[src/rtl/core/lfr_pkg.sv]
package lfr_pkg;

	localparam logic [1:0] REQ_VICTIM = 2'd0;
	localparam logic [1:0] REQ_PIN    = 2'd1;
	localparam logic [1:0] REQ_UNPIN  = 2'd2;

	localparam logic [6:0] CAPACITY_RESET = 7'd64;
	localparam logic       REG_CAPACITY   = 1'b0;

	typedef enum logic [2:0] {
		S_IDLE,
		S_DECODE,
		S_READ,
		S_UNLINK,
		S_CHECK,
		S_LINK,
		S_OUT
	} lfr_state_t;

	typedef struct packed {
		logic accept;
		logic decode;
		logic unlink;
		logic link;
		logic retarget;
		logic out_load;
	} lfr_cmd_t;

	typedef struct packed {
		logic go_unlink;
		logic go_link;
		logic trim_more;
	} lfr_status_t;

endpackage

[src/rtl/core/lru_frame_replacer_top.sv]
// LRU frame replacer: an ordered set of evictable frames, newest at the head.
// Requests enter on the in channel (req_type, frame_num) and each produces
// exactly one result on the out channel (victim_found, victim_frame,
// set_count). Both channels transfer when valid and ready are high together.
// One request is handled at a time. A pin of a member or a victim passes
// through the decode, read, unlink, check and output states; an unpin passes
// through decode, link, check and output, plus read, unlink and check for
// every tail frame dropped to honor capacity; a request that changes nothing
// goes from decode straight to output. The next request can be taken once the
// result is loaded and the block is back in idle. The link memories have a
// registered read, so each unlink reads before the neighbors are rewritten.
// The finished result sits in an output register; the next request is taken
// while it waits, but a new result is held back until the receiver takes
// the old one.
// Reset empties the set and sets capacity to 64. Capacity is to be written at
// byte address 0 of the APB port while the block is idle; nothing checks it.
module lru_frame_replacer_top #(
	parameter int NUM_FRAMES = 64
) (
	input  logic        clk,
	input  logic        arst_n,
	input  logic        in_valid,
	output logic        in_ready,
	input  logic [1:0]  req_type,
	input  logic [5:0]  frame_num,
	output logic        out_valid,
	input  logic        out_ready,
	output logic        victim_found,
	output logic [5:0]  victim_frame,
	output logic [6:0]  set_count,
	input  logic        psel,
	input  logic        penable,
	input  logic        pwrite,
	input  logic [2:0]  paddr,
	input  logic [31:0] pwdata,
	output logic [31:0] prdata,
	output logic        pready
);
	import lfr_pkg::*;

	lfr_cmd_t    cmd;
	lfr_status_t status;
	logic [6:0]  capacity_q;

	assign pready = 1'b1;
	assign prdata = (paddr[2] == REG_CAPACITY) ? {25'd0, capacity_q} : 32'd0;

	always_ff @(posedge clk or negedge arst_n) begin
		if (!arst_n) begin
			capacity_q <= CAPACITY_RESET;
		end else if (psel && penable && pwrite && (paddr[2] == REG_CAPACITY)) begin
			capacity_q <= pwdata[6:0];
		end
	end

	lfr_ctrl u_ctrl (
		.clk       (clk),
		.arst_n    (arst_n),
		.in_valid  (in_valid),
		.in_ready  (in_ready),
		.out_valid (out_valid),
		.out_ready (out_ready),
		.status    (status),
		.cmd       (cmd)
	);

	lfr_datapath #(.NUM_FRAMES(NUM_FRAMES)) u_datapath (
		.clk          (clk),
		.arst_n       (arst_n),
		.cmd          (cmd),
		.status       (status),
		.req_type     (req_type),
		.frame_num    (frame_num),
		.capacity     (capacity_q),
		.victim_found (victim_found),
		.victim_frame (victim_frame),
		.set_count    (set_count)
	);
endmodule

[src/rtl/core/lfr_ram.sv]
module lfr_ram #(
	parameter int WIDTH = 6,
	parameter int DEPTH = 64
) (
	input  logic                     clk,
	input  logic                     we,
	input  logic [$clog2(DEPTH)-1:0] waddr,
	input  logic [WIDTH-1:0]         wdata,
	input  logic [$clog2(DEPTH)-1:0] raddr,
	output logic [WIDTH-1:0]         rdata
);
	logic [WIDTH-1:0] mem_q [DEPTH];

	always_ff @(posedge clk) begin
		if (we) begin
			mem_q[waddr] <= wdata;
		end
		rdata <= mem_q[raddr];
	end
endmodule

[src/rtl/core/lfr_ctrl.sv]
module lfr_ctrl (
	input  logic                clk,
	input  logic                arst_n,
	input  logic                in_valid,
	output logic                in_ready,
	output logic                out_valid,
	input  logic                out_ready,
	input  lfr_pkg::lfr_status_t status,
	output lfr_pkg::lfr_cmd_t    cmd
);
	import lfr_pkg::*;

	lfr_state_t state_q, state_d;
	logic       out_valid_q;
	logic       out_free;

	assign out_free  = !out_valid_q || out_ready;
	assign in_ready  = (state_q == S_IDLE);
	assign out_valid = out_valid_q;

	always_comb begin
		state_d = state_q;
		case (state_q)
			S_IDLE:   if (in_valid) state_d = S_DECODE;
			S_DECODE: begin
				if (status.go_unlink) state_d = S_READ;
				else if (status.go_link) state_d = S_LINK;
				else state_d = S_OUT;
			end
			S_READ:   state_d = S_UNLINK;
			S_UNLINK: state_d = S_CHECK;
			S_LINK:   state_d = S_CHECK;
			S_CHECK:  state_d = status.trim_more ? S_READ : S_OUT;
			S_OUT:    if (out_free) state_d = S_IDLE;
			default:  state_d = S_IDLE;
		endcase
	end

	always_comb begin
		cmd = '0;
		case (state_q)
			S_IDLE:   cmd.accept = in_valid;
			S_DECODE: cmd.decode = 1'b1;
			S_UNLINK: cmd.unlink = 1'b1;
			S_LINK:   cmd.link = 1'b1;
			S_CHECK:  cmd.retarget = status.trim_more;
			S_OUT:    cmd.out_load = out_free;
			default:  cmd = '0;
		endcase
	end

	always_ff @(posedge clk or negedge arst_n) begin
		if (!arst_n) begin
			state_q     <= S_IDLE;
			out_valid_q <= 1'b0;
		end else begin
			state_q <= state_d;
			if (cmd.out_load) out_valid_q <= 1'b1;
			else if (out_ready) out_valid_q <= 1'b0;
		end
	end
endmodule

[src/rtl/core/lfr_datapath.sv]
module lfr_datapath #(
	parameter int NUM_FRAMES = 64
) (
	input  logic                clk,
	input  logic                arst_n,
	input  lfr_pkg::lfr_cmd_t    cmd,
	output lfr_pkg::lfr_status_t status,
	input  logic [1:0]          req_type,
	input  logic [5:0]          frame_num,
	input  logic [6:0]          capacity,
	output logic                victim_found,
	output logic [5:0]          victim_frame,
	output logic [6:0]          set_count
);
	import lfr_pkg::*;

	// Only frame numbers that fit the six-bit request field can ever be members.
	localparam int NF = (NUM_FRAMES < 64) ? NUM_FRAMES : 64;
	localparam int IW = $clog2(NF);

	logic [1:0]    kind_q;
	logic [5:0]    fid_q;
	logic [IW-1:0] target_q, head_q, tail_q;
	logic [6:0]    count_q;
	logic [NF-1:0] flags_q;
	logic          found_q, trim_q;

	logic [IW-1:0] fidx, prev_rd, next_rd;
	logic          in_range, middle;
	logic          next_we, prev_we;
	logic [IW-1:0] next_waddr, next_wdata, prev_waddr, prev_wdata;

	assign fidx     = IW'(fid_q);
	assign in_range = (32'(fid_q) < NF);

	assign status.go_unlink = ((kind_q == REQ_VICTIM) && (count_q != 7'd0))
		|| ((kind_q == REQ_PIN) && in_range && flags_q[fidx]);
	assign status.go_link   = (kind_q == REQ_UNPIN) && in_range && !flags_q[fidx];
	assign status.trim_more = trim_q && (count_q > capacity);

	// An inner frame is spliced out by joining its two neighbors.
	assign middle = (count_q > 7'd1) && (target_q != tail_q) && (target_q != head_q);

	always_comb begin
		next_we    = 1'b0;
		prev_we    = 1'b0;
		next_waddr = prev_rd;
		next_wdata = next_rd;
		prev_waddr = next_rd;
		prev_wdata = prev_rd;
		if (cmd.unlink && middle) begin
			next_we = 1'b1;
			prev_we = 1'b1;
		end else if (cmd.link && (count_q != 7'd0)) begin
			next_we    = 1'b1;
			prev_we    = 1'b1;
			next_waddr = fidx;
			next_wdata = head_q;
			prev_waddr = head_q;
			prev_wdata = fidx;
		end
	end

	lfr_ram #(.WIDTH(IW), .DEPTH(NF)) u_next_ram (
		.clk   (clk),
		.we    (next_we),
		.waddr (next_waddr),
		.wdata (next_wdata),
		.raddr (target_q),
		.rdata (next_rd)
	);

	lfr_ram #(.WIDTH(IW), .DEPTH(NF)) u_prev_ram (
		.clk   (clk),
		.we    (prev_we),
		.waddr (prev_waddr),
		.wdata (prev_wdata),
		.raddr (target_q),
		.rdata (prev_rd)
	);

	always_ff @(posedge clk) begin
		if (cmd.accept) begin
			kind_q <= req_type;
			fid_q  <= frame_num;
		end
		if (cmd.decode) begin
			target_q <= (kind_q == REQ_VICTIM) ? tail_q : fidx;
			found_q  <= (kind_q == REQ_VICTIM) && (count_q != 7'd0);
		end else if (cmd.retarget) begin
			target_q <= tail_q;
		end
		if (cmd.out_load) begin
			victim_found <= found_q;
			victim_frame <= found_q ? 6'(target_q) : 6'd0;
			set_count    <= count_q;
		end
	end

	always_ff @(posedge clk or negedge arst_n) begin
		if (!arst_n) begin
			head_q  <= '0;
			tail_q  <= '0;
			count_q <= 7'd0;
			flags_q <= '0;
			trim_q  <= 1'b0;
		end else begin
			if (cmd.decode) trim_q <= 1'b0;
			if (cmd.unlink) begin
				if (count_q <= 7'd1) begin
					head_q <= '0;
					tail_q <= '0;
				end else if (target_q == tail_q) begin
					tail_q <= prev_rd;
				end else if (target_q == head_q) begin
					head_q <= next_rd;
				end
				flags_q[target_q] <= 1'b0;
				if (count_q != 7'd0) count_q <= count_q - 7'd1;
			end
			if (cmd.link) begin
				if (count_q == 7'd0) tail_q <= fidx;
				head_q        <= fidx;
				flags_q[fidx] <= 1'b1;
				count_q       <= count_q + 7'd1;
				trim_q        <= 1'b1;
			end
		end
	end
endmodule
[config.mk]
export PLATFORM = sky130hd
export DESIGN_NAME = lru_frame_replacer_top
export DESIGN_NICKNAME = d
export VERILOG_FILES = /design/src/rtl/core/lfr_pkg.sv /design/src/rtl/core/lru_frame_replacer_top.sv /design/src/rtl/core/lfr_ram.sv /design/src/rtl/core/lfr_ctrl.sv /design/src/rtl/core/lfr_datapath.sv
export SDC_FILE = /design/constraint.sdc
export NUM_CORES = 1
export LEC_CHECK = 0
export BUFFER_PORTS_ARGS = -buffer_cell sky130_fd_sc_hd__buf_2
export CORE_ASPECT_RATIO = 0.9
export CORE_UTILIZATION = 52
export CTS_BUF_LIST = sky130_fd_sc_hd__clkbuf_8
export DETAILED_ROUTE_END_ITERATION = 8
export PLACE_DENSITY = 0.76
export SYNTH_ARGS = -nofsm -noshare
export SYNTH_HDL_FRONTEND = slang
export SYNTH_HIERARCHICAL = 1
export SYNTH_SLANG_ARGS = --single-unit
[constraint.sdc]
create_clock -name clk -period 4.59 [get_ports clk]
set_input_delay 0.6885 -clock clk [delete_from_list [all_inputs] [get_ports clk]]
set_output_delay 0.6885 -clock clk [all_outputs]
set_load 0.02 [all_outputs]
==> flow_metrics.tcl <==
set metrics [dict create \
    swShare 0.316 \
    max_slew_margin 0.297 \
    avgSynthCellArea_sq_um 17.9 \
    drtAntennaViolNets 0 \
    final_hold_viol_count 0 \
    final_util 0.581 \
    start_util 0.528 \
    path_class "reg -> reg" \
    grt_max_degree 148 \
    ys_warn_count 6 \
    fmax_mhz 221 \
    synth_seq_cells 904 \
    grt_pass1_wl_microns 121000 \
    p_switching_mw 7.34 \
    seq_power_share 0.481 \
    cellLeakagePower_nw 13.6 \
    grt_pass1_vias 20400 \
    clock_skew_ps 33.0 \
    hold_path_class "in -> reg" \
    tightest_slew_ps 1040 \
    dr_total_vias 20100 \
    timing.final.crit_share 0.984 \
    nNetsFinal 2259 \
    period_needed_ps 4520 \
    combPwrFrac 0.249 \
    pwr-share-clk 0.270 \
    drc 0 \
    p_int_mw 15.9 \
    antenna_found_initial 1 \
    cp_max_fo 35 \
    numCtsBuffers 140 \
    ys_seq_area_frac 0.717 \
    grt_overflow 0 \
    first_pass_iters 6 \
    postSynthCellCount 2070 \
    cap_violations 0 \
    start_kind "flip-flop" \
    clock_insertion_delay_worst_skew_ps 790 \
    die_w_microns 283 \
    ios 99 \
    critPathCaptureType "flip-flop" \
    synthesis.area_sq_um 37100 \
    die_h_microns 255 \
    drive_gt1_frac 0.236 \
    place.port_buffers 45 \
    synth-edff-count 797 \
    dp_worst_setup_slack_ps 204 \
    cts_tree "yes" \
    ys.flop_type "edfxtp_1" \
    htreeDepth 4 \
    synth_area_leader_cell "edfxtp_1" \
    routed_wl_microns 79200 \
    cts_setup_buffers 0 \
    coreArea_sq_um 70200 \
    worstPathRequired_ps 5000 \
    clock-sinks 904 \
    dp_hpwl_microns 48200 \
    vdd_drop_max_mv 0.326 \
    n_fill_cell 5041 \
    synth.top_cell.area_share 0.646 \
    post_drt_wl_per_cell_microns 24.4 \
    synth_async_sr_flop_share 0.105 \
    drv_slew 0 \
    syn_to_final_growth_pct 10.1 \
    cts_root_buf "clkbuf_8" \
    rsz0062_at_grt "yes" \
    viasPerCell 6.20 \
    clkTransAtPathRegs_ps 60 \
    gp_congestion 0.881 \
    worst_slack_ps 73.7 \
    clk_path_buf_depth 3 \
    dr.first_iter.drc_count 2244 \
    status "completed" \
    powerDensity_nw_per_um2 568 \
    setup_viol 0 \
    rows 92 \
    grtUsageTotal 0.224 \
    synth_cell_type_count 73 \
    arrival_ps 4920 \
    synth_top_cells_by_area "edfxtp_1 (65%), mux4_2 (11%), dfrtp_1 (6.3%), o21ai_0 (1.9%), nor2_1 (1.6%)" \
    die_area_sq_um 72300 \
]
## power groups by stage
stage	clock network, mW	registers, mW	logic (mW)
floorplan	0	11.2	3.91
global placement	0	11.3	5.50
detailed placement	0	11.3	5.71
CTS	6.41	11.1	5.73
global route	6.76	11.2	6.17
finish	6.27	11.2	5.77
## synth_stat cells (all sizes together) (14+ instances only)
| cell | n |
|---|---|
| nand3 | 36 |
| nor2 | 155 |
| o221ai | 19 |
| and2 | 15 |
| mux4 | 186 |
| inv | 14 |
| mux2 | 47 |
| nand3b | 15 |
| mux2i | 58 |
| nor2b | 23 |
| nand2 | 48 |
| nor3 | 18 |
| dfrtp | 94 |
| buf | 82 |
| o21ai | 151 |
| clkbuf | 57 |
| a21oi | 21 |
| o22ai | 34 |
| nand2b | 18 |
| edfxtp | 797 |
## worst max-delay path, stage by stage, from the launching register on
cell and delay [ps]:
dfrtp_1 510, or4_4 610, nor3_1 350, nor2b_1 160
a31oi_4 490, mux2_4 520, nor2b_1 250, nand3_1 480
nor2_1 740
## worst paths after layout
path / startpoint / end / slack (ps) / cells past startpoint
setup / recovery: u_datapath/count_q[2] / u_datapath/u_next_ram/mem_q[59][1] / 70 / 8
hold / removal: req_type[0] / u_datapath/kind_q[0] / 80 / 1
setup reg to reg: u_datapath/count_q[2] / u_datapath/u_next_ram/mem_q[59][1] / 70 / 8
hold reg to reg: u_datapath/u_next_ram/rdata[5] / u_datapath/head_q[5] / 500 / 1
max in group asynchronous: arst_n / capacity_q[5] / 3070 / 3
min in group asynchronous: arst_n / u_datapath/flags_q[44] / 450 / 2
## stage by stage
stage,hold WS [ps],std cells,setup TNS [ps],power (mW),area [sq um]
2_1_floorplan,393,2094,0,15.1,37100
3_3_place_gp,481,2995,0,16.8,38100
3_5_place_dp,489,2995,0,17.0,38100
4_1_cts,7.98,3246,0,23.3,40800
5_1_grt,34.2,3247,-2150,24.1,40800
6_report,76.2,3247,0,23.2,40800
## state kept, by name, summed over array words and instances (netlist names), 2 cells and up
name,count
u_datapath/target_q,6
u_datapath/set_count,7
u_datapath/head_q,6
u_datapath/flags_q,64
capacity_q,7
u_datapath/fid_q,6
u_datapath/u_next_ram/rdata,6
u_datapath/kind_q,2
u_ctrl/state_q,3
u_datapath/count_q,7
u_datapath/victim_frame,6
u_datapath/u_prev_ram/mem_q,384
u_datapath/u_next_ram/mem_q,384
u_datapath/u_prev_ram/rdata,6
u_datapath/tail_q,6
## placed cells by master (no fill, tap or decap), types with 10 or more instances in the layout
| cell | instances |
|---|---|
| clkinv_2 | 15 |
| mux4_2 | 174 |
| edfxtp_1 | 797 |
| o221ai_1 | 19 |
| o22ai_1 | 34 |
| nand2_1 | 47 |
| o21ai_0 | 138 |
| mux2i_1 | 58 |
| dfrtp_1 | 94 |
| buf_4 | 52 |
| mux2_4 | 10 |
| nor3_1 | 17 |
| nand2b_1 | 18 |
| conb_1 | 26 |
| o22a_1 | 12 |
| o21ai_1 | 13 |
| ha_1 | 11 |
| nand3_1 | 36 |
| buf_2 | 44 |
| mux2_2 | 37 |
| nand4_1 | 11 |
| mux4_1 | 12 |
| a21oi_1 | 21 |
| and2_1 | 13 |
| dfxtp_1 | 12 |
| nor2b_1 | 23 |
| inv_1 | 55 |
| a211oi_1 | 12 |
| clkbuf_8 | 148 |
| nor2_1 | 145 |
| nor2_2 | 10 |
| nand3b_1 | 15 |
| clkinv_1 | 28 |
## metal layers
| metal | GRT usage | vias up | share of wire |
|---|---|---|---|
| li1 | - | 8560 | - |
| met1 | 0.307 | 10300 | 0.40 |
| met2 | 0.358 | 1106 | 0.48 |
| met3 | 0.0476 | 176 | 0.094 |
| met4 | 0.0817 | 0 | 0.025 |
| met5 | 0 | - | 0 |
## cells by family (layout without fill, tap and decap cells)
logic type                 Yosys count  after routing  share of synthesized area
adders and majority gates           11             11                    0.00371
other                                2             27                   0.000203
DFF                                904            904                      0.717
and+or+nand+nor                    389            389                     0.0533
xor gates and xnor gates            18             18                    0.00425
AOI/OAI and AO/OA                  302            302                     0.0516
buffers and inverters              153            365                     0.0251
muxes                              291            291                      0.145
## cell type report
class	count	area, sq um	share of cell area
diodes	1	2.50	0.0000613
multi-input cells	1037	9700	0.238
well taps	940	1180	0.0288
inverters	14	55.1	0.00135
repair buffers	101	692	0.0170
clock buffers	148	2040	0.0499
flip-flops and latches	904	26600	0.651
clock inverters	102	596	0.0146
## what timing repair did
| action | in CTS | in global routing |
|---|---|---|
| gates resized for setup | 0 | 11 |
| setup endpoints to repair | 0 | 101 |
| hold buffers | 1 | 0 |
| endpoints found under the hold margin | 47 | 0 |
No activity file was read; power rests on OpenSTA's default activity.
